===== src/bvrf_pkg.sv =====
// Package for the banked vector register file mapper.
// Holds request and result payload types, action codes and command codes.
// No dependencies.
package bvrf_pkg;

  // Action codes of one input request
  localparam logic [2:0] ACT_ELEM_RD = 3'd0;
  localparam logic [2:0] ACT_ELEM_WR = 3'd1;
  localparam logic [2:0] ACT_LDU_RD  = 3'd2;
  localparam logic [2:0] ACT_LDU_WR  = 3'd3;
  localparam logic [2:0] ACT_MASK_RD = 3'd4;
  localparam logic [2:0] ACT_BYTE_RD = 3'd5;
  localparam logic [2:0] ACT_BYTE_WR = 3'd6;

  // Store operation carried from front to back
  localparam logic [1:0] OP_NONE  = 2'd0;
  localparam logic [1:0] OP_READ  = 2'd1;
  localparam logic [1:0] OP_WRITE = 2'd2;
  localparam logic [1:0] OP_MASK  = 2'd3;

  // Word address width that covers the largest store (64 x 16 x 1024 x 2 words)
  localparam int CMD_ADDR_W = 21;

  typedef struct packed {
    logic [2:0]  action;
    logic [6:0]  head_line;
    logic [13:0] elem_index;
    logic        elem_is_16bit;
    logic [13:0] byte_offset;
    logic [15:0] write_value;
  } bvrf_in_t;

  typedef struct packed {
    logic [15:0] read_value;
    logic        mask_set;
  } bvrf_out_t;

  // Mapped store command: CMD_ADDR_W-bit (21-bit) word address plus byte select
  typedef struct packed {
    logic [1:0]            op;
    logic                  wide;
    logic                  bsel;
    logic [CMD_ADDR_W-1:0] addr;
    logic [15:0]           wdata;
  } bvrf_cmd_t;

endpackage


===== src/bvrf_front.sv =====
// Front end: decodes a request and maps it to a store word address.
// Depends on bvrf_pkg.
module bvrf_front
  import bvrf_pkg::*;
#(
  parameter int LANES = 16,
  parameter int BANKS = 4,
  parameter int LINES = 128
) (
  input  bvrf_in_t  req,
  output bvrf_cmd_t cmd
);

  localparam int LW = $clog2(LANES);
  localparam int BW = $clog2(BANKS);
  localparam int NW = $clog2(LINES);
  localparam int DATA_WORDS = LANES * BANKS * LINES;
  localparam logic [15:0] LANE_M = 16'(LANES - 1);
  localparam logic [15:0] BANK_M = 16'(BANKS - 1);
  localparam logic [15:0] LINE_M = 16'(LINES - 1);
  localparam logic [15:0] LBYTE_M = 16'(2 * BANKS - 1);

  logic [15:0] idx, head, la;
  logic        w16;

  // element and mask layouts share a per-entry index
  logic [15:0] e, e_lane, e_lbank, e_row, e_bank, e_line;
  logic        e_b;
  // load-unit layout
  logic [15:0] bi, u_word, u_lane, u_inl, u_enc, u_bank, u_line;
  // logical byte layout
  logic [15:0] g_lane, g_lbank, g_row, g_bank;
  // mask layout
  logic [15:0] m_row;

  logic [CMD_ADDR_W-1:0] elem_word, ldu_word, byte_word, mask_word;

  assign idx  = 16'(req.elem_index);
  assign head = 16'(req.head_line);
  assign la   = 16'(req.byte_offset);
  assign w16  = req.elem_is_16bit;

  // element layout: bank rotated by row plus head line
  assign e       = w16 ? idx : (idx >> 1);
  assign e_b     = w16 ? 1'b0 : idx[0];
  assign e_lane  = (e >> BW) & LANE_M;
  assign e_lbank = e & BANK_M;
  assign e_row   = e >> (BW + LW);
  assign e_bank  = (e_lbank + e_row + head) & BANK_M;
  assign e_line  = (head + e_row) & LINE_M;
  assign elem_word = (CMD_ADDR_W'(e_lane) << (BW + NW)) | (CMD_ADDR_W'(e_bank) << NW)
                   | CMD_ADDR_W'(e_line);

  // load-unit layout: lane-major words, bank rotated by encoded word address
  assign bi     = w16 ? (idx << 1) : idx;
  assign u_word = bi >> (LW + BW + 1);
  assign u_lane = (bi >> (BW + 1)) & LANE_M;
  assign u_inl  = bi & LBYTE_M;
  assign u_enc  = head + u_word;
  assign u_bank = ((u_inl >> 1) + u_enc) & BANK_M;
  assign u_line = u_enc & LINE_M;
  assign ldu_word = (CMD_ADDR_W'(u_lane) << (BW + NW)) | (CMD_ADDR_W'(u_bank) << NW)
                  | CMD_ADDR_W'(u_line);

  // logical byte layout: bank rotated by row
  assign g_lbank = (la >> 1) & BANK_M;
  assign g_lane  = (la >> (BW + 1)) & LANE_M;
  assign g_row   = (la >> (BW + LW + 1)) & LINE_M;
  assign g_bank  = (g_lbank + g_row) & BANK_M;
  assign byte_word = (CMD_ADDR_W'(g_lane) << (BW + NW)) | (CMD_ADDR_W'(g_bank) << NW)
                   | CMD_ADDR_W'(g_row);

  // mask layout: unrotated, in the upper half of the store
  assign m_row = e_row & LINE_M;
  assign mask_word = CMD_ADDR_W'(DATA_WORDS) + (CMD_ADDR_W'(e_lane) << (BW + NW))
                   + (CMD_ADDR_W'(m_row) << BW) + CMD_ADDR_W'(e_lbank);

  // classify the action
  always_comb begin
    cmd.op    = OP_NONE;
    cmd.wide  = 1'b0;
    cmd.bsel  = 1'b0;
    cmd.addr  = '0;
    cmd.wdata = req.write_value;
    case (req.action)
      ACT_ELEM_RD, ACT_ELEM_WR: begin
        cmd.op   = (req.action == ACT_ELEM_WR) ? OP_WRITE : OP_READ;
        cmd.wide = w16;
        cmd.bsel = e_b;
        cmd.addr = elem_word;
      end
      ACT_LDU_RD, ACT_LDU_WR: begin
        cmd.op   = (req.action == ACT_LDU_WR) ? OP_WRITE : OP_READ;
        cmd.wide = w16;
        cmd.bsel = u_inl[0];
        cmd.addr = ldu_word;
      end
      ACT_MASK_RD: begin
        cmd.op   = OP_MASK;
        cmd.wide = w16;
        cmd.bsel = e_b;
        cmd.addr = mask_word;
      end
      ACT_BYTE_RD, ACT_BYTE_WR: begin
        cmd.op   = (req.action == ACT_BYTE_WR) ? OP_WRITE : OP_READ;
        cmd.bsel = la[0];
        cmd.addr = byte_word;
      end
      default: begin
        cmd.op = OP_NONE;
      end
    endcase
  end

endmodule


===== config.mk =====
export PLATFORM = sky130hd
export DESIGN_NAME = bvrf_front
export DESIGN_NICKNAME = d
export VERILOG_FILES = /design/src/bvrf_pkg.sv /design/src/bvrf_front.sv
export SDC_FILE = /design/constraint.sdc
export NUM_CORES = 1
export LEC_CHECK = 0
export BUFFER_PORTS_ARGS = -buffer_cell sky130_fd_sc_hd__buf_2
export CAP_MARGIN = 20
export CORE_MARGIN = 2
export CORE_UTILIZATION = 38
export DETAILED_ROUTE_END_ITERATION = 12
export PLACE_DENSITY = 0.85
export SYNTH_ARGS = -nofsm -noshare
export SYNTH_HDL_FRONTEND = slang
export SYNTH_SLANG_ARGS = --single-unit
export TNS_END_PERCENT = 5

===== constraint.sdc =====
create_clock -name vclk -period 3.22
set_input_delay 0.644 -clock vclk [all_inputs]
set_output_delay 0.644 -clock vclk [all_outputs]
set_load 0.03 [all_outputs]

==> results of run 1 <==
-- cells in the final DEF, fill, tap and decap left out, types with 2 or more instances in the layout --
cell,netlist,layout
a21oi_1,5,4
a22oi_1,5,5
buf_2,2,52
buf_4,24,12
buf_6,1,2
conb_1,1,7
ha_1,8,6
ha_4,0,2
inv_1,9,9
mux2_2,6,5
mux2i_1,8,8
nand2_1,14,14
nor2b_1,2,2
o21ai_0,15,12
o21ai_1,0,3
o221ai_1,3,3
xnor2_1,6,6
xor2_1,8,8
-- through the flow --
| stage | area [sq um] | power [W] | util | cells | TNS (ps) |
|---|---|---|---|---|---|
| 2_1_floorplan | 975 | 0.000237 | - | 134 | -325 |
| 3_3_place_gp | 1170 | 0.000278 | 0.480 | 203 | -10.1 |
| 3_5_place_dp | 1170 | 0.000281 | 0.480 | 203 | -38.4 |
| 4_1_cts | 1180 | 0.000287 | 0.484 | 203 | -8.17 |
| 5_1_grt | 1230 | 0.000327 | 0.505 | 203 | -11.6 |
| 6_report | 1230 | 0.000297 | 0.505 | 203 | 0 |
-- critical path, delay by kind of cell --
kind	cells	cell delay (ps)
adder cells (fa/ha/maj)	2	710
multiplexers	1	310
buffers and inverters	2	290
XOR/XNOR	2	290
AO/OA/AOI/OAI	2	180
AND/OR/NAND/NOR	1	80
-- layer usage --
layer,share of wire,GRT usage
met1,0.37,0.186
met2,0.53,0.327
met3,0.093,0.0250
met4,0.0076,0.0208
met5,0,0
-- area by class of cell --
cell class / instances / area [sq um] / area share
Multi-Input combinational cell: 97 / 776 / 0.632
Timing Repair Buffer: 67 / 380 / 0.310
Tap cell: 30 / 37.5 / 0.0306
Inverter: 9 / 33.8 / 0.0275
-- logic make-up after synthesis --
logic type	synth area share
fa+ha+maj	0.147
mux	0.179
xor+xnor	0.129
other cells	0.00394
buf+inv	0.251
simple gates	0.0933
compound gates	0.197
-- report_power, final --
part | switching, W | internal, W | leakage, nW
Combinational | 0.000173 | 0.000123 | 0.645
Clock | 0 | 0 | 0
Sequential | 0 | 0 | 0
-- worst max path at each step --
| stage | cells after the start | from | end | slack [ps] |
|---|---|---|---|---|
| after floorplan | 9 | req[30] | cmd[22] | -170 |
| after global placement | 10 | req[30] | cmd[22] | -10 |
| after detailed placement | 10 | req[30] | cmd[22] | -40 |
| after CTS | 10 | req[30] | cmd[24] | -8 |
| after global routing | 10 | req[30] | cmd[24] | -6 |
| final | 10 | req[30] | cmd[24] | 70 |
-- repair_timing --
| action | 4_1_cts | 5_1_grt |
|---|---|---|
| hold endpoints to repair | 0 | 0 |
| cloned | 0 | 0 |
| pin swaps | 0 | 8 |
| setup endpoints to repair | 2 | 5 |
| gates resized for setup | 3 | 10 |
==> impl_results.md, run 1 <==
* Final min period at 3150 ps
* # diodes at 0
* I/O pin cnt at 96
* Hold endpoint: cmd[2]
* RSZ-0062 raised after global routing: yes
* Worst hold slack at 1290 ps
* Initial antenna violation count at 0
* Drt via density at 4.93
* WL per Instance at 12.2 microns
* CP Capture Type: output port
* Final worst-path cycle share at 0.980
* Register area at 0 sq um
* Initial Utilization at 0.391
* Setup CP Type: primary input to output port
* Total GRT Usage at 0.165
* Die H at 54.1 microns
* Global-route wire length before repair at 3650 microns
* Post-DP HPWL at 2070 microns
* Total grt overflow at 0
* Final setup vio count at 0
* Leak at 0.645 nW
* Most numerous cell in the Yosys netlist: buf_4
* Hold path depth at 0
* Vias post-DR at 1000
* Slew Limit Fails at 0
* Synthesis-to-layout area growth at 28.9%
* Worst min path class: primary input to output port
* Drt first pass iters at 4
* Crit path required time at 2580 ps
* Post-Syn Area at 952 sq um
* Final ANT Viol Nets at 0
* Outcome: complete, no violations
* Std cell rows at 18
* YS warnings at 0
* Critical Path AT at 2510 ps
* Number of global-route vias before repair at 862
* Crit path top cell by count: xor2_1
* Largest net degree at the start of global routing at 16
* Final net count at 240
* Sequential fraction of the synthesis area at 0
* Synth cell count leaders: buf_4, o21ai_0, nand2_1
* Unique masters post-synth at 26
* Peak VDD IR at 128 uV
* Synth top area share at 0.189
* Post CTS Setup Buffer Count at 0
* Setup WS pre-CTS at -35.6 ps
* Fmax at 317 MHz
* Final Hold Fails at 0
* Core ar. at 2430 sq um
* Hold_sp: req[2]
* Max capacitance violation total at 0
* Syn Inst Count at 128
* Hold-fix buffers, CTS at 0
* Share of cells above drive strength 1 at 0.462
* Yosys top cell by area: buf_4
* DRC errors left at 0
* CP max stage delay at 540 ps
* Mean Syn Cell Area at 7.44 sq um
* RD Place Congestion at 0.862
* Total Wirelength at 2480 microns
* Max FO, Critical Path at 2
* IO Port Bufs at 57
* Fillers at 250
* DIE AREA at 2920 sq um
* Cells along the critical path: buf_6 -> mux2_4 -> ha_4 -> fa_2 -> xor2_1 -> nand2_1 -> o21ai_2 -> xor2_1 -> o221ai_1 -> buf_4
* Setup ws final at 65.5 ps
* Power Density at 242 nW/um^2
* Clock buf count at 0
* FF+latch count at 0
* Largest cells by area after synthesis: buf_4, ha_1, mux2i_1
* Worst setup SP type: primary input
* Chip Width at 54.1 microns
* Iter 0 DRT Violations at 14
* Slowest-stage cell, CP: fa_2
Power figures use the tool's default switching activity.
==> run 2: changes to the inputs <==
ABC_AREA = 1   (was not set)
CORE_UTILIZATION = 42   (was 38)
PLACE_DENSITY = 0.86   (was 0.85)
clock period = 3.5 ns   (was 3.22 ns; I/O delays follow)
==> impl_results.md, run 2 <==
* Largest net degree at the start of global routing at 15 (-1)
* Largest family of logic cells by synthesized area: simple AND/OR/NAND/NOR gates
* Most frequent cells in the layout: nand2_1, buf_2, inv_1
* IO Port Bufs at 57 (unchanged)
* Sequential fraction of the synthesis area at 0 (unchanged)
* Setup CP Type: primary input to output port
* CP max stage delay at 480 ps (-60 ps)
* Max capacitance violation total at 0 (unchanged)
* RSZ-0062 raised after global routing: no
* Commonest non-fill, non-tap cell in the layout: nand2_1
* Core ar. at 2710 sq um (+11%)
* Total Wirelength at 2920 microns (+17%)
* Most numerous cell in the Yosys netlist: nand2_1
* Outcome: complete, no violations
* Mean Syn Cell Area at 5.25 sq um (-29%)
* Top sig layer: met4
* Synth Area in Compound Gates at 0.130 (-0.0674)
* DIE AREA at 3260 sq um (+12%)
* WL per Instance at 9.91 microns (-19%)
* WL met1 at 1270 microns (+38%)
* Final ANT Viol Nets at 0 (unchanged)
* Final worst-path cycle share at 0.940
* Share of cells above drive strength 1 at 0.270 (-0.192)
* Largest cells by area after synthesis: nand2_1, buf_4, inv_1
* Power Density at 195 nW/um^2 (-19%)
* Syn Inst Count at 226 (+77%)
* Drt via density at 4.80 (-2.6%)
* YS warnings at 0 (unchanged)
* Chip Width at 57.1 microns (+5.7%)
* Post-DP HPWL at 2510 microns (+21%)
* Slowest-stage cell, CP: fa_1
* Critical path's top delay family: adder cells
* Post CTS Setup Buffer Count at 0 (unchanged)
* DRC errors left at 0 (unchanged)
* Crit path top cell by count: nand2_1
* Yosys top cell by area: nand2_1
* Placed cells at 294 (+45%)
* Final Hold Fails at 0 (unchanged)
* Initial antenna violation count at 0 (unchanged)
* Final Power at 0.000259 W (-13%)
* Post_cts resized at 0 (-3)
* Slew Limit Fails at 0 (unchanged)
* Clock buf count at 0 (unchanged)
* Hold-fix buffers, CTS at 0 (unchanged)
* # diodes at 0 (unchanged)
* Post-route setup TNS at 0 ps (unchanged)
* Final setup vio count at 0 (unchanged)
* Initial Utilization at 0.438 (+0.0462)
* Synth cell count leaders: nand2_1, inv_1, buf_4
* Synth Area in XOR/XNOR at 0 (-0.129)
* Global-route wire length before repair at 4910 microns (+35%)
* Max FO, Critical Path at 4 (+2)
* Met3 wire length at 187 microns (-19%)
* Iter 0 DRT Violations at 31 (+17)
* Synthesis-to-layout area growth at 11.8%
* RD Place Congestion at 0.839 (-2.7%)
* Number of global-route vias before repair at 1243 (+44%)
* Critical Path AT at 2590 ps (+80 ps)
* Die H at 57.1 microns (+5.7%)
* Met2 routed WL at 1440 microns (+9.8%)
* Adder-cell share of the synthesized area at 0.118 (-0.0290)
* Crit path buffers/inverters at 4 (+2)
* Worst setup SP type: primary input
* Synth top area share at 0.282 (+0.0924)
* Drt first pass iters at 5 (+1)
* Vias post-DR at 1411 (+41%)
* Peak VDD IR at 97.4 uV (-24%)
* Non-Filler Instances at 294 (+45%)
* Final net count at 330 (+38%)
* Unique masters post-synth at 26 (unchanged)
* CP Capture Type: output port
* Post-Syn Area at 1190 sq um (+25%)
* Std cell rows at 19 (+1)
* Register area at 0 sq um (unchanged)
* Leak at 0.856 nW (+33%)
* Final min period at 3290 ps
* Total grt overflow at 0 (unchanged)
* Multiplexer area fraction after synthesis at 0 (-0.179)
* Total GRT Usage at 0.177 (+0.0122)
* Crit path required time at 2800 ps (+220 ps)
* Post-Synth Simple-Gate Area at 0.457 (+0.363)
* Worst min path class: primary input to output port
* Cells along the critical path: buf_2 -> o21ai_1 -> inv_1 -> ha_1 -> fa_1 -> inv_1 -> nand2_1 -> nand2_1 -> nand3_1 -> a21oi_1 -> nor2_1 -> nand2_1 -> buf_2
* Fmax at 304 MHz
* FF+latch count at 0 (unchanged)
* I/O pin cnt at 96 (unchanged)
-- run 2: final cells by class --
| class | count | area (sq um) |
|---|---|---|
| fill | 300 | 1380 |
| multi-input combinational | 171 | 862 |
| timing repair buffer | 58 | 293 |
| inverter | 34 | 133 |
| tap | 31 | 38.8 |
-- run 2: final timing paths --
kind / startpoint / to / slack [ps] / depth (start not counted)
setup / recovery: req[30] / cmd[24] / 210 / 13
hold / removal: req[11] / cmd[11] / 1400 / 0
-- run 2: kinds of logic (layout without fill, tap and decap cells) --
group                    count (synthesis)  after routing
AND/OR/NAND/NOR                        129            129
AO/OA/AOI/OAI                           25             25
buffers and inverters                   61             92
adder cells (fa/ha/maj)                 10             10
other                                    1              7
-- run 2: stage by stage --
step | hold slack, ps | setup WS, ps | utilization | area, sq um
5_1_grt | 1400 | 36.8 | 0.489 | 1330
3_5_place_dp | 1400 | 213 | 0.489 | 1330
4_1_cts | 1400 | 216 | 0.489 | 1330
6_report | 1400 | 209 | 0.489 | 1330
3_3_place_gp | 1400 | 270 | 0.489 | 1330
2_1_floorplan | 1530 | 253 | - | 1210
-- run 2: power by group --
group          total [W]  switching [W]  internal, W
registers              0              0            0
logic           0.000259       0.000172    0.0000875
clock network          0              0            0
total           0.000259       0.000172    0.0000875
-- run 2: metal layers --
metal | track usage | vias up
li1 | - | 751
met1 | 0.222 | 613
met2 | 0.342 | 43
met3 | 0.0159 | 4
met4 | 0.00997 | 0
met5 | 0 | -
