[src/bvrf_fifo.sv]
// Small generic register queue with occupancy count.
// No dependencies.
module bvrf_fifo #(
  parameter int WIDTH = 8,
  parameter int DEPTH = 2
) (
  input  logic                       clk,
  input  logic                       rst_n,
  input  logic                       push,
  input  logic [WIDTH-1:0]           wdata,
  output logic                       full,
  input  logic                       pop,
  output logic [WIDTH-1:0]           rdata,
  output logic                       empty,
  output logic [$clog2(DEPTH+1)-1:0] count
);

  localparam int PW = (DEPTH > 1) ? $clog2(DEPTH) : 1;
  localparam int CW = $clog2(DEPTH + 1);
  localparam logic [PW-1:0] LAST = PW'(DEPTH - 1);

  logic [WIDTH-1:0] slot_r [DEPTH];
  logic [PW-1:0]    wr_ptr_r, wr_ptr_nxt;
  logic [PW-1:0]    rd_ptr_r, rd_ptr_nxt;
  logic [CW-1:0]    count_r, count_nxt;
  logic             push_ok, pop_ok;

  assign full    = (count_r == CW'(DEPTH));
  assign empty   = (count_r == '0);
  assign count   = count_r;
  assign push_ok = push && !full;
  assign pop_ok  = pop && !empty;
  assign rdata   = slot_r[rd_ptr_r];

  // pointer and count update
  always_comb begin
    wr_ptr_nxt = wr_ptr_r;
    rd_ptr_nxt = rd_ptr_r;
    count_nxt  = count_r;
    if (push_ok) begin
      wr_ptr_nxt = (wr_ptr_r == LAST) ? '0 : wr_ptr_r + 1'b1;
    end
    if (pop_ok) begin
      rd_ptr_nxt = (rd_ptr_r == LAST) ? '0 : rd_ptr_r + 1'b1;
    end
    if (push_ok && !pop_ok) begin
      count_nxt = count_r + 1'b1;
    end else if (pop_ok && !push_ok) begin
      count_nxt = count_r - 1'b1;
    end
  end

  always_ff @(posedge clk) begin
    if (!rst_n) begin
      wr_ptr_r <= '0;
      rd_ptr_r <= '0;
      count_r  <= '0;
    end else begin
      wr_ptr_r <= wr_ptr_nxt;
      rd_ptr_r <= rd_ptr_nxt;
      count_r  <= count_nxt;
    end
  end

  // payload slots need no reset
  always_ff @(posedge clk) begin
    if (push_ok) begin
      slot_r[wr_ptr_r] <= wdata;
    end
  end

endmodule

[config.mk]
export PLATFORM = sky130hd
export DESIGN_NAME = bvrf_fifo
export DESIGN_NICKNAME = d
export VERILOG_FILES = /design/src/bvrf_fifo.sv
export SDC_FILE = /design/constraint.sdc
export NUM_CORES = 1
export LEC_CHECK = 0
export ABC_CLOCK_PERIOD_IN_PS = 1450
export BUFFER_PORTS_ARGS = -buffer_cell sky130_fd_sc_hd__buf_2
export CORE_MARGIN = 3
export CORE_UTILIZATION = 43
export DETAILED_ROUTE_END_ITERATION = 8
export HOLD_SLACK_MARGIN = 0.08
export PLACE_DENSITY = 0.75
export SLEW_MARGIN = 25
export SYNTH_ARGS = -nofsm -noshare
export SYNTH_HDL_FRONTEND = slang
export SYNTH_SLANG_ARGS = --single-unit
[constraint.sdc]
create_clock -name clk -period 1.45 [get_ports clk]
set_input_delay 0.3625 -clock clk [delete_from_list [all_inputs] [get_ports clk]]
set_output_delay 0.3625 -clock clk [all_outputs]
set_load 0.1 [all_outputs]
==> results of run 1 <==
[layer usage]
metal | global-route usage | wire, µm | vias to the layer above
li1 | - | - | 268
met1 | 0.182 | 683 | 259
met2 | 0.290 | 989 | 19
met3 | 0.0336 | 83 | 4
met4 | 0.0276 | 26 | 0
met5 | 0 | 0 | -
[per-stage QoR]
| step | area, µm² | std cells | worst slack [ns] | TNS [ns] | utilization |
|---|---|---|---|---|---|
| floorplan | 861 | 50 | -0.244 | -2.28 | - |
| global placement | 1110 | 104 | 0.0136 | 0 | 0.639 |
| detailed placement | 1110 | 104 | -0.0324 | -0.0990 | 0.639 |
| CTS | 1350 | 112 | -0.186 | -1.54 | 0.771 |
| global route | 1420 | 117 | -0.251 | -2.26 | 0.811 |
| finish | 1420 | 117 | -0.201 | -1.59 | 0.811 |
[critical path: cells and delay by family, from the launching register on]
family | cells | cell delay, ns
buf+inv | 2 | 0.31
flops | 1 | 0.36
mux | 1 | 0.33
[area by class of cell]
class,count,share of cell area
clock buffers,4,0.0186
repair buffers,39,0.312
multi-input cells,26,0.217
well taps,25,0.0221
flip-flops and latches,21,0.416
inverters,2,0.0141
[flip-flops by register name, summed over array words and instances (netlist names), named ones only]
| register | cells |
|---|---|
| rd_ptr_r | 1 |
| slot_r | 16 |
| wr_ptr_r | 1 |
| count | 2 |
[cells in the mapped netlist (all sizes together)]
| library cell | number | share of area |
|---|---|---|
| edfxtp | 16 | 0.59 |
| xor2 | 1 | 0.011 |
| o21a | 1 | 0.0093 |
| a21boi | 2 | 0.019 |
| nand2b | 1 | 0.0077 |
| buf | 1 | 0.0062 |
| or3 | 1 | 0.0077 |
| nor3 | 1 | 0.012 |
| mux2 | 8 | 0.11 |
| dfxtp | 5 | 0.12 |
| and3 | 1 | 0.0077 |
| o21ai | 2 | 0.012 |
| xnor2 | 2 | 0.022 |
| inv | 2 | 0.0093 |
| nor2 | 2 | 0.0093 |
| ha | 1 | 0.015 |
| and2 | 3 | 0.023 |
[how the worst max path moves through the flow]
stage / end / slack, ns / depth (start not counted)
global placement: rdata[1] / 0.01 / 3
detailed placement: count[1]$_SDFFE_PN0P_ / -0.03 / 7
finish: rdata[6] / -0.20 / 3
floorplan: count[1]$_SDFFE_PN0P_ / -0.24 / 7
CTS: rdata[3] / -0.19 / 3
global route: rdata[6] / -0.25 / 3
[cells by family (layout without fill, tap and decap cells)]
| kind of cell | Yosys count | in the layout |
|---|---|---|
| AND/OR/NAND/NOR | 9 | 9 |
| AO/OA/AOI/OAI | 5 | 5 |
| adder cells (fa/ha/maj) | 1 | 1 |
| multiplexers | 8 | 8 |
| buffers and inverters | 3 | 45 |
| XOR/XNOR | 3 | 3 |
| flip-flops | 21 | 21 |
[repair_timing]
item | CTS | global route
gates resized for setup | 46 | 7
pin swaps | 2 | 3
hold buffers | 0 | 0
setup buffers | 4 | 5
setup endpoints to repair | 11 | 19
==> tab_implementation.tex, run 1 <==
\begin{tabular}{lr}
\hline
Metric & Value \\
\hline
\multicolumn{2}{l}{\textbf{Synthesis}} \\
\quad Number of instances in the synthesized netlist & 50 \\
\quad Count of different cell masters after synthesis & 20 \\
\quad Sequential element share of the synthesized area & 0.717 \\
\quad Share of synthesized cell area in and, or, nand and nor gates & 0.0680 \\
\quad Share of the synthesized netlist area taken by xor and xnor gates & 0.0325 \\
\quad Syn\_area\_per\_cell & 16.2 µm² \\
\quad Number of synthesis warnings & 0 \\
\quad Net count of the mapped netlist & 63 \\
\quad Post-synthesis adder-cell area fraction & 0.0155 \\
\quad Fraction of synthesized area in multiplexers & 0.111 \\
\quad Yosys reg bits & 21 \\
\quad Synth Area in Compound Gates & 0.0402 \\
\quad Main combinational cell family by area after synthesis & multiplexers \\
\quad Post-synthesis instance area & 810 µm² \\
\multicolumn{2}{l}{\textbf{Timing}} \\
\quad Worst hold margin & 0.256 ns \\
\quad Max Clock Skew & 0.00260 ns \\
\quad Number of failing hold endpoints at the final stage & 0 \\
\quad Post-route fraction of the period consumed by the critical path & 1.14 \\
\quad Max-slew headroom at the worst pin & 0.862 \\
\quad Min cycle time layout & 1.65 ns \\
\quad Upper clock frequency limit & 606 MHz \\
\quad Slew Viols, Final & 0 \\
\quad Setup repair after global routing missed its margin & true \\
\quad Slew at the pin closest to its max-slew limit & 0.207 ns \\
\quad Final critical-path setup slack & -0.201 ns \\
\quad Total of endpoints with negative setup slack in the final report & 9 \\
\multicolumn{2}{l}{\textbf{Place}} \\
\quad Number of buffer cells added on primary ports & 23 \\
\quad DPL Wire Length & 1060 µm \\
\quad Final estimated routing congestion in global placement & 0.686 \\
\multicolumn{2}{l}{\textbf{Detailed routing}} \\
\quad Routed wire length per instance & 15.2 µm \\
\quad First drt pass iteration count & 4 \\
\quad Residual DRC count & 0 \\
\quad Overall routed net length & 1780 µm \\
\quad Vias per cell & 4.70 \\
\quad Iteration-0 DRC count of the detailed router & 5 \\
\quad Total vias in the final route & 550 \\
\quad DRT antenna net count & 0 \\
\multicolumn{2}{l}{\textbf{Worst setup path}} \\
\quad Worst reg2reg startpoint & count[0]\$\_SDFFE\_PN0P\_ \\
\quad Endpoint of the lowest-slack register-to-register path & count[1]\$\_SDFFE\_PN0P\_ \\
\quad Kind of start point of the critical path & flip-flop \\
\quad Crit path largest cell delay & 0.36 ns \\
\quad Critical Path, Cell by Cell & buf\_6 -> mux2\_4 -> buf\_12 \\
\quad Number of cells on the worst reg-to-reg path & 6 \\
\quad Worst R2R Setup Slack & 0 ns \\
\quad CP Data Arrival Time & 1.29 ns \\
\quad Maximum fanout along the worst path & 5 \\
\quad Endpoint type of the worst setup path & output port \\
\quad Crit path max-delay cell type & sky130\_fd\_sc\_hd\_\_dfxtp\_2 \\
\quad Data required, critical path & 1.09 ns \\
\quad Type of the setup path with the least slack & flip-flop to output port \\
\multicolumn{2}{l}{\textbf{Global routing}} \\
\quad Via count of the first global-routing pass & 565 \\
\quad First-pass GRT wire length & 2770 µm \\
\quad Pin count of the biggest net entering global routing & 12 \\
\quad Combined global-route utilization of all metal layers & 0.155 \\
\quad Global route overflow & 0 \\
\quad Initial antenna violation count & 0 \\
\multicolumn{2}{l}{\textbf{Cells and area}} \\
\quad Nets@finish & 106 \\
\quad Layout fillers & 103 \\
\quad Footprint of the flip-flops and latches & 589 µm² \\
\quad Commonest cells after routing, fill and taps aside & sky130\_fd\_sc\_hd\_\_edfxtp\_1 (16), sky130\_fd\_sc\_hd\_\_buf\_12 (12), sky130\_fd\_sc\_hd\_\_buf\_2 (11), sky130\_fd\_sc\_hd\_\_buf\_4 (9), sky130\_fd\_sc\_hd\_\_mux2\_4 (8) \\
\quad Footprint of the multi-input gates & 308 µm² \\
\quad Fraction of final layout cells sized beyond drive strength 1 & 0.674 \\
\quad Area growth from synthesis to layout & 75.0\% \\
\quad Antenna cells & 0 \\
\quad Most common cell after layout, fill and taps aside & sky130\_fd\_sc\_hd\_\_edfxtp\_1 \\
\multicolumn{2}{l}{\textbf{Worst hold path}} \\
\quad Cells on Worst Hold Path & 1 \\
\quad WHS Endpoint & slot\_r[1][7]\$\_DFFE\_PP\_ \\
\quad Min-delay src & wdata[7] \\
\quad Type of the worst min-delay path & input port to flip-flop \\
\multicolumn{2}{l}{\textbf{Clock network}} \\
\quad Worst-skew pair later-pin latency & 0.29 ns \\
\quad H-tree levels & 1 \\
\quad Clock transition time at the flip-flop clock pins of the worst setup and hold paths & 0.11 ns \\
\quad Maximum number of buffers from clock root to sink & 2 \\
\quad Root Buffer Master & sky130\_fd\_sc\_hd\_\_clkbuf\_4 \\
\quad Clock tree from TritonCTS & yes \\
\quad Number of clock sinks & 21 \\
\quad Num CTS Buffers & 3 \\
\multicolumn{2}{l}{\textbf{Floorplanning}} \\
\quad Starting density of the core & 0.464 \\
\quad Top-Level Pins & 24 \\
\quad Standard cell core area & 1750 µm² \\
\quad Floorplan die area & 2440 µm² \\
\quad Vert. Die Dim & 49.4 µm \\
\quad Chip Width & 49.4 µm \\
\quad Site Rows & 15 \\
\multicolumn{2}{l}{\textbf{Job}} \\
\quad Max-cap violation count & 0 \\
\multicolumn{2}{l}{\textbf{Run status}} \\
\quad Status & finished with violations \\
\quad Failing checks & setup timing \\
\hline
\end{tabular}
Power of run 1 is left out: the tool's default activity adds up to more than one toggle a clock period on the data nets, which glitch-free logic cannot reach.
==> inputs of run 2 (changes only) <==
--- a/config.mk
+++ b/config.mk
@@ -11,7 +11,7 @@
 export CORE_UTILIZATION = 43
 export DETAILED_ROUTE_END_ITERATION = 8
 export HOLD_SLACK_MARGIN = 0.08
-export PLACE_DENSITY = 0.75
+export PLACE_DENSITY = 0.78
 export SLEW_MARGIN = 25
 export SYNTH_ARGS = -nofsm -noshare
 export SYNTH_HDL_FRONTEND = slang
==> run 2 against run 1 <==
Against the previous run:
- cell area down 3.4%
- highest routed layer unchanged
- via count shrank 2.7%
- cell count decreased by 4.3%
- register-to-register slack about the same
- worst hold slack better by 0.00053 ns
- the run still ends with setup timing left
- wire length down 0.95%
- critical path type unchanged
- sequential share of layout area grew 1.4 points
- flip-flop and latch count unchanged
- utilization decreased by 2.7 points
- largest cell class unchanged
- global-route usage rose by 1.2 points
- non-clock buffer count is 5 lower
- fmax is 2.1% higher
==> tab_implementation.tex, run 2 (synthesized netlist as in run 1, its figures left out) <==
\begin{tabular}{lr}
\hline
Metric & Value \\
\hline
\multicolumn{2}{l}{\textbf{Clock network}} \\
\quad Hold buffer count at cts & 0 (unchanged) \\
\quad Maximum number of buffers from clock root to sink & 2 (unchanged) \\
\quad Number of clock sinks & 21 (unchanged) \\
\quad Num CTS Buffers & 3 (unchanged) \\
\quad Clock tree from TritonCTS & yes \\
\quad Worst-skew pair later-pin latency & 0.28 ns (about the same) \\
\quad Root Buffer Master & sky130\_fd\_sc\_hd\_\_clkbuf\_4 \\
\quad H-tree levels & 1 (unchanged) \\
\quad Clock transition time at the flip-flop clock pins of the worst setup and hold paths & 0.10 ns (about the same) \\
\multicolumn{2}{l}{\textbf{Worst setup path}} \\
\quad Endpoint type of the worst setup path & output port \\
\quad Data required, critical path & 1.09 ns (about the same) \\
\quad Kind of start point of the critical path & flip-flop \\
\quad Type of the setup path with the least slack & flip-flop to output port \\
\quad CP Data Arrival Time & 1.26 ns (-0.03 ns) \\
\quad Worst R2R Setup Slack & -0.01 ns (about the same) \\
\quad Maximum fanout along the worst path & 3 (-2) \\
\multicolumn{2}{l}{\textbf{Detailed routing}} \\
\quad Routed wire length per instance & 15.8 µm (+3.5\%) \\
\quad Residual DRC count & 0 (unchanged) \\
\quad Iteration-0 DRC count of the detailed router & 4 (-1) \\
\quad Vias per cell & 4.78 (+1.6\%) \\
\quad DRT antenna net count & 0 (unchanged) \\
\quad Overall routed net length & 1770 µm (-0.95\%) \\
\quad First drt pass iteration count & 3 (-1) \\
\quad Total vias in the final route & 535 (-2.7\%) \\
\multicolumn{2}{l}{\textbf{Place}} \\
\quad Number of buffer cells added on primary ports & 23 (unchanged) \\
\quad Cell area after placement & 1110 µm² (unchanged) \\
\quad Final estimated routing congestion in global placement & 0.647 (-5.8\%) \\
\quad DPL Wire Length & 1050 µm (-0.85\%) \\
\multicolumn{2}{l}{\textbf{Floorplanning}} \\
\quad Chip Width & 49.4 µm (unchanged) \\
\quad Standard cell core area & 1750 µm² (unchanged) \\
\quad Top-Level Pins & 24 (unchanged) \\
\quad Vert. Die Dim & 49.4 µm (unchanged) \\
\quad Floorplan die area & 2440 µm² (unchanged) \\
\quad Site Rows & 15 (unchanged) \\
\quad Starting density of the core & 0.464 (unchanged) \\
\multicolumn{2}{l}{\textbf{Timing}} \\
\quad Upper clock frequency limit & 618 MHz (+2.1\%) \\
\quad Post-route fraction of the period consumed by the critical path & 1.12 (-0.0229) \\
\quad Setup repair after global routing missed its margin & true \\
\quad Slew Viols, Final & 0 (unchanged) \\
\quad Min cycle time layout & 1.62 ns (-0.0332 ns) \\
\quad Number of failing hold endpoints at the final stage & 0 (unchanged) \\
\quad Total of endpoints with negative setup slack in the final report & 10 (+1) \\
\quad Max-slew headroom at the worst pin & 0.845 (-0.0173) \\
\quad Max Clock Skew & 0.00214 ns (-0.000454 ns) \\
\quad Final critical-path setup slack & -0.168 ns (+0.0332 ns) \\
\quad Slew at the pin closest to its max-slew limit & 0.231 ns (+0.0234 ns) \\
\multicolumn{2}{l}{\textbf{Global routing}} \\
\quad Pin count of the biggest net entering global routing & 12 (unchanged) \\
\quad First-pass GRT wire length & 3060 µm (+10\%) \\
\quad Via count of the first global-routing pass & 599 (+6.0\%) \\
\quad Initial antenna violation count & 0 (unchanged) \\
\quad Global route overflow & 0 (unchanged) \\
\quad Combined global-route utilization of all metal layers & 0.167 (+0.0117) \\
\multicolumn{2}{l}{\textbf{Worst hold path}} \\
\quad Type of the worst min-delay path & input port to flip-flop \\
\multicolumn{2}{l}{\textbf{Cells and area}} \\
\quad Number of flip-flops in the largest register & 16 (unchanged) \\
\quad Register with the highest flop count & slot\_r \\
\quad Fraction of final layout cells sized beyond drive strength 1 & 0.667 (-0.00725) \\
\quad Antenna cells & 0 (unchanged) \\
\quad Area growth from synthesis to layout & 69.1\% \\
\quad Most common cell after layout, fill and taps aside & sky130\_fd\_sc\_hd\_\_edfxtp\_1 \\
\quad Nets@finish & 101 (-4.7\%) \\
\quad Final instance area & 1370 µm² (-3.4\%) \\
\quad Commonest cells after routing, fill and taps aside & sky130\_fd\_sc\_hd\_\_edfxtp\_1 (16), sky130\_fd\_sc\_hd\_\_buf\_12 (12), sky130\_fd\_sc\_hd\_\_buf\_2 (11), sky130\_fd\_sc\_hd\_\_mux2\_4 (8), sky130\_fd\_sc\_hd\_\_buf\_4 (6) \\
\multicolumn{2}{l}{\textbf{Run status}} \\
\quad Status & finished with violations \\
\quad Failing checks & setup timing \\
\multicolumn{2}{l}{\textbf{Job}} \\
\quad Max-cap violation count & 0 (unchanged) \\
\hline
\end{tabular}
-- run 2: final timing paths --
| path | from | end | cells after the start |
|---|---|---|---|
| min | wdata[2] | slot_r[1][2]$_DFFE_PP_ | 1 |
| max | flip-flop | rdata[0] | 3 |
| max reg2reg | count[0]$_SDFFE_PN0P_ | count[1]$_SDFFE_PN0P_ | 7 |
| min reg2reg | rd_ptr_r$_SDFFE_PN0P_ | flip-flop | 2 |
-- run 2: worst max-delay path, stage by stage (launching register included) --
cell	delay, ns
sky130_fd_sc_hd__dfxtp_2	0.35
sky130_fd_sc_hd__buf_4	0.13
sky130_fd_sc_hd__mux2_4	0.32
sky130_fd_sc_hd__buf_12	0.17
-- run 2: metal layers --
| layer | vias to the layer above | GRT usage | wire length [µm] |
|---|---|---|---|
| li1 | 255 | - | - |
| met1 | 260 | 0.190 | 655 |
| met2 | 18 | 0.319 | 1010 |
| met3 | 2 | 0.0367 | 88 |
| met4 | 0 | 0.0276 | 10 |
| met5 | - | 0 | 0 |
-- run 2: final cells by class --
cell class	instances	area (µm²)
multi-input cells	26	302
flip-flops and latches	21	589
well taps	25	31.3
inverters	2	20.0
fillers	103	377
repair buffers	34	400
clock buffers	4	26.3
-- run 2: per-stage QoR --
stage,utilization,TNS [ns],worst slack [ns],std cells,hold WS (ns)
2_1_floorplan,-,-2.28,-0.244,50,0.461
3_3_place_gp,0.639,0,0.0135,104,0.535
3_5_place_dp,0.639,-0.0441,-0.0421,104,0.553
4_1_cts,0.771,-1.48,-0.181,111,0.253
5_1_grt,0.784,-1.98,-0.221,112,0.236
6_report,0.784,-1.38,-0.168,112,0.257
-- run 2: what timing repair did --
item,4_1_cts,5_1_grt
gates resized for setup,48,4
buffers inserted,3,1
endpoints found under the setup margin,11,20
pin swaps,5,2
Power of run 2 is left out for the same reason.
==> inputs of run 3 (changes only) <==
--- a/config.mk
+++ b/config.mk
@@ -11,6 +11,7 @@
 export CORE_UTILIZATION = 43
 export DETAILED_ROUTE_END_ITERATION = 8
 export HOLD_SLACK_MARGIN = 0.08
+export MAX_ROUTING_LAYER = met4
 export PLACE_DENSITY = 0.78
 export SLEW_MARGIN = 25
 export SYNTH_ARGS = -nofsm -noshare
==> run 3 against run 2 <==
Against the previous run:
- critical path type unchanged
- sequential share of layout area fell by 0.47 points
- flip-flop and latch count did not move
- highest routed layer unchanged
- fmax barely moved
- the flow still finishes with violations (setup timing)
- setup slack barely moved
- worst hold slack barely moved
- critical endpoint unchanged
- wire length rose by 0.11%
- first-iteration DRC count fell by 25%
- cell count rose by 1.8%
==> tab_implementation.tex, run 3 (synthesized netlist as in run 1, its figures left out) <==
\begin{tabular}{lr}
\hline
Metric & Value \\
\hline
\multicolumn{2}{l}{\textbf{Detailed routing}} \\
\quad Routed wire length per instance & 15.5 µm (-1.6\%) \\
\quad Iteration-0 DRC count of the detailed router & 3 (-1) \\
\quad Overall routed net length & 1770 µm (+0.11\%) \\
\quad First drt pass iteration count & 2 (-1) \\
\quad DRT antenna net count & 0 (unchanged) \\
\quad Vias per cell & 4.82 (+0.82\%) \\
\quad Total vias in the final route & 549 (+2.6\%) \\
\quad Residual DRC count & 0 (unchanged) \\
\multicolumn{2}{l}{\textbf{Timing}} \\
\quad Slew Viols, Final & 0 (unchanged) \\
\quad Post-route fraction of the period consumed by the critical path & 1.12 (about the same) \\
\quad Slew at the pin closest to its max-slew limit & 0.212 ns (-0.0191 ns) \\
\quad Setup repair after global routing missed its margin & true \\
\quad Final critical-path setup slack & -0.168 ns (-0.0000760 ns) \\
\quad Min cycle time layout & 1.62 ns (+0.0000760 ns) \\
\quad Final-layout setup total negative slack & -1.37 ns (+0.00951 ns) \\
\quad Upper clock frequency limit & 618 MHz (about the same) \\
\quad Number of failing hold endpoints at the final stage & 0 (unchanged) \\
\quad Total of endpoints with negative setup slack in the final report & 10 (unchanged) \\
\quad Max-slew headroom at the worst pin & 0.859 (+0.0144) \\
\quad Max Clock Skew & 0.00177 ns (-0.000378 ns) \\
\multicolumn{2}{l}{\textbf{Worst setup path}} \\
\quad Data required, critical path & 1.09 ns (about the same) \\
\quad Endpoint of the lowest-slack register-to-register path & count[1]\$\_SDFFE\_PN0P\_ \\
\quad Type of the setup path with the least slack & flip-flop to output port \\
\quad Maximum fanout along the worst path & 3 (unchanged) \\
\quad Worst reg2reg startpoint & count[0]\$\_SDFFE\_PN0P\_ \\
\quad Worst R2R Setup Slack & -0.01 ns (about the same) \\
\quad Number of cells on the worst reg-to-reg path & 7 (unchanged) \\
\quad CP Data Arrival Time & 1.26 ns (about the same) \\
\quad Kind of start point of the critical path & flip-flop \\
\quad Endpoint type of the worst setup path & output port \\
\multicolumn{2}{l}{\textbf{Cells and area}} \\
\quad Antenna cells & 0 (unchanged) \\
\quad Most common cell after layout, fill and taps aside & sky130\_fd\_sc\_hd\_\_edfxtp\_1 \\
\quad Fraction of final layout cells sized beyond drive strength 1 & 0.674 (+0.00749) \\
\quad Nets@finish & 103 (+2.0\%) \\
\quad Register with the highest flop count & slot\_r \\
\quad Area growth from synthesis to layout & 70.9\% \\
\quad Commonest cells after routing, fill and taps aside & sky130\_fd\_sc\_hd\_\_edfxtp\_1 (16), sky130\_fd\_sc\_hd\_\_buf\_12 (12), sky130\_fd\_sc\_hd\_\_buf\_2 (11), sky130\_fd\_sc\_hd\_\_mux2\_4 (8), sky130\_fd\_sc\_hd\_\_buf\_4 (7) \\
\quad Number of flip-flops in the largest register & 16 (unchanged) \\
\multicolumn{2}{l}{\textbf{Global routing}} \\
\quad First-pass GRT wire length & 3040 µm (-0.46\%) \\
\quad Global route overflow & 0 (unchanged) \\
\quad Initial antenna violation count & 0 (unchanged) \\
\quad Combined global-route utilization of all metal layers & 0.171 (+0.00469) \\
\quad Via count of the first global-routing pass & 600 (+0.17\%) \\
\quad Pin count of the biggest net entering global routing & 12 (unchanged) \\
\multicolumn{2}{l}{\textbf{Run status}} \\
\quad Failing checks & setup timing \\
\quad Status & finished with violations \\
\multicolumn{2}{l}{\textbf{Floorplanning}} \\
\quad Starting density of the core & 0.464 (unchanged) \\
\quad Floorplan die area & 2440 µm² (unchanged) \\
\quad Standard cell core area & 1750 µm² (unchanged) \\
\quad Top-Level Pins & 24 (unchanged) \\
\quad Chip Width & 49.4 µm (unchanged) \\
\quad Vert. Die Dim & 49.4 µm (unchanged) \\
\quad Site Rows & 15 (unchanged) \\
\multicolumn{2}{l}{\textbf{Clock network}} \\
\quad Clock tree from TritonCTS & yes \\
\quad Root Buffer Master & sky130\_fd\_sc\_hd\_\_clkbuf\_4 \\
\quad Number of clock sinks & 21 (unchanged) \\
\quad H-tree levels & 1 (unchanged) \\
\quad Clock transition time at the flip-flop clock pins of the worst setup and hold paths & 0.10 ns (about the same) \\
\quad Worst-skew pair later-pin latency & 0.28 ns (about the same) \\
\quad Maximum number of buffers from clock root to sink & 2 (unchanged) \\
\quad Num CTS Buffers & 3 (unchanged) \\
\multicolumn{2}{l}{\textbf{Worst hold path}} \\
\quad Type of the worst min-delay path & input port to flip-flop \\
\quad Min-delay src & wdata[2] \\
\quad Cells on Worst Hold Path & 1 (unchanged) \\
\quad WHS Endpoint & slot\_r[1][2]\$\_DFFE\_PP\_ \\
\multicolumn{2}{l}{\textbf{Place}} \\
\quad Number of buffer cells added on primary ports & 23 (unchanged) \\
\quad DPL Wire Length & 1050 µm (unchanged) \\
\quad Final estimated routing congestion in global placement & 0.652 (+0.88\%) \\
\multicolumn{2}{l}{\textbf{Job}} \\
\quad Max-cap violation count & 0 (unchanged) \\
\hline
\end{tabular}
run 3: changes by cell type in the layout (fill, tap and decap cells not counted), sizes merged:
cell  before  now
buf       34   36
run 3: worst max-delay path by stage:
stage | from | slack, ns | depth (start not counted) | endpoint
6_report | flip-flop | -0.17 | 3 | rdata[0]
5_1_grt | flip-flop | -0.22 | 3 | rdata[0]
4_1_cts | flip-flop | -0.18 | 3 | rdata[0]
3_5_place_dp | push | -0.04 | 7 | count[1]$_SDFFE_PN0P_
3_3_place_gp | flip-flop | 0.01 | 3 | rdata[3]
2_1_floorplan | count[0]$_SDFFE_PN0P_ | -0.24 | 7 | count[1]$_SDFFE_PN0P_
run 3: critical path, cell delays in order (launching register included):
cell,delay [ns]
sky130_fd_sc_hd__dfxtp_2,0.35
sky130_fd_sc_hd__buf_4,0.13
sky130_fd_sc_hd__mux2_4,0.32
sky130_fd_sc_hd__buf_12,0.17
run 3: timing repair:
action,4_1_cts,5_1_grt
setup endpoints to repair,11,20
hold buffers,0,0
resized for setup,48,5
gates cloned,0,0
pin swaps,5,1
setup buffers,3,3
run 3: layout make-up:
class,instances,area (µm²)
timing repair buffer,36,415
multi-input combinational,26,302
inverter,2,20.0
sequential,21,589
clock buffer,4,26.3
fill,101,362
tap,25,31.3
run 3: routing by layer:
metal | routed length, µm | GRT usage
met5 | 0 | -
met3 | 74 | 0.0336
met4 | 5 | 0.0276
met1 | 673 | 0.194
met2 | 1010 | 0.317
run 3: per-stage QoR:
step	hold slack, ns	instances	worst slack [ns]	util	instance area, µm²
final	0.257	114	-0.168	0.793	1380
after global routing	0.238	114	-0.218	0.793	1380
after CTS	0.253	111	-0.181	0.771	1350
after detailed placement	0.553	104	-0.0421	0.639	1110
after global placement	0.535	104	0.0135	0.639	1110
after floorplan	0.461	50	-0.244	-	861
Power of run 3 is left out for the same reason.
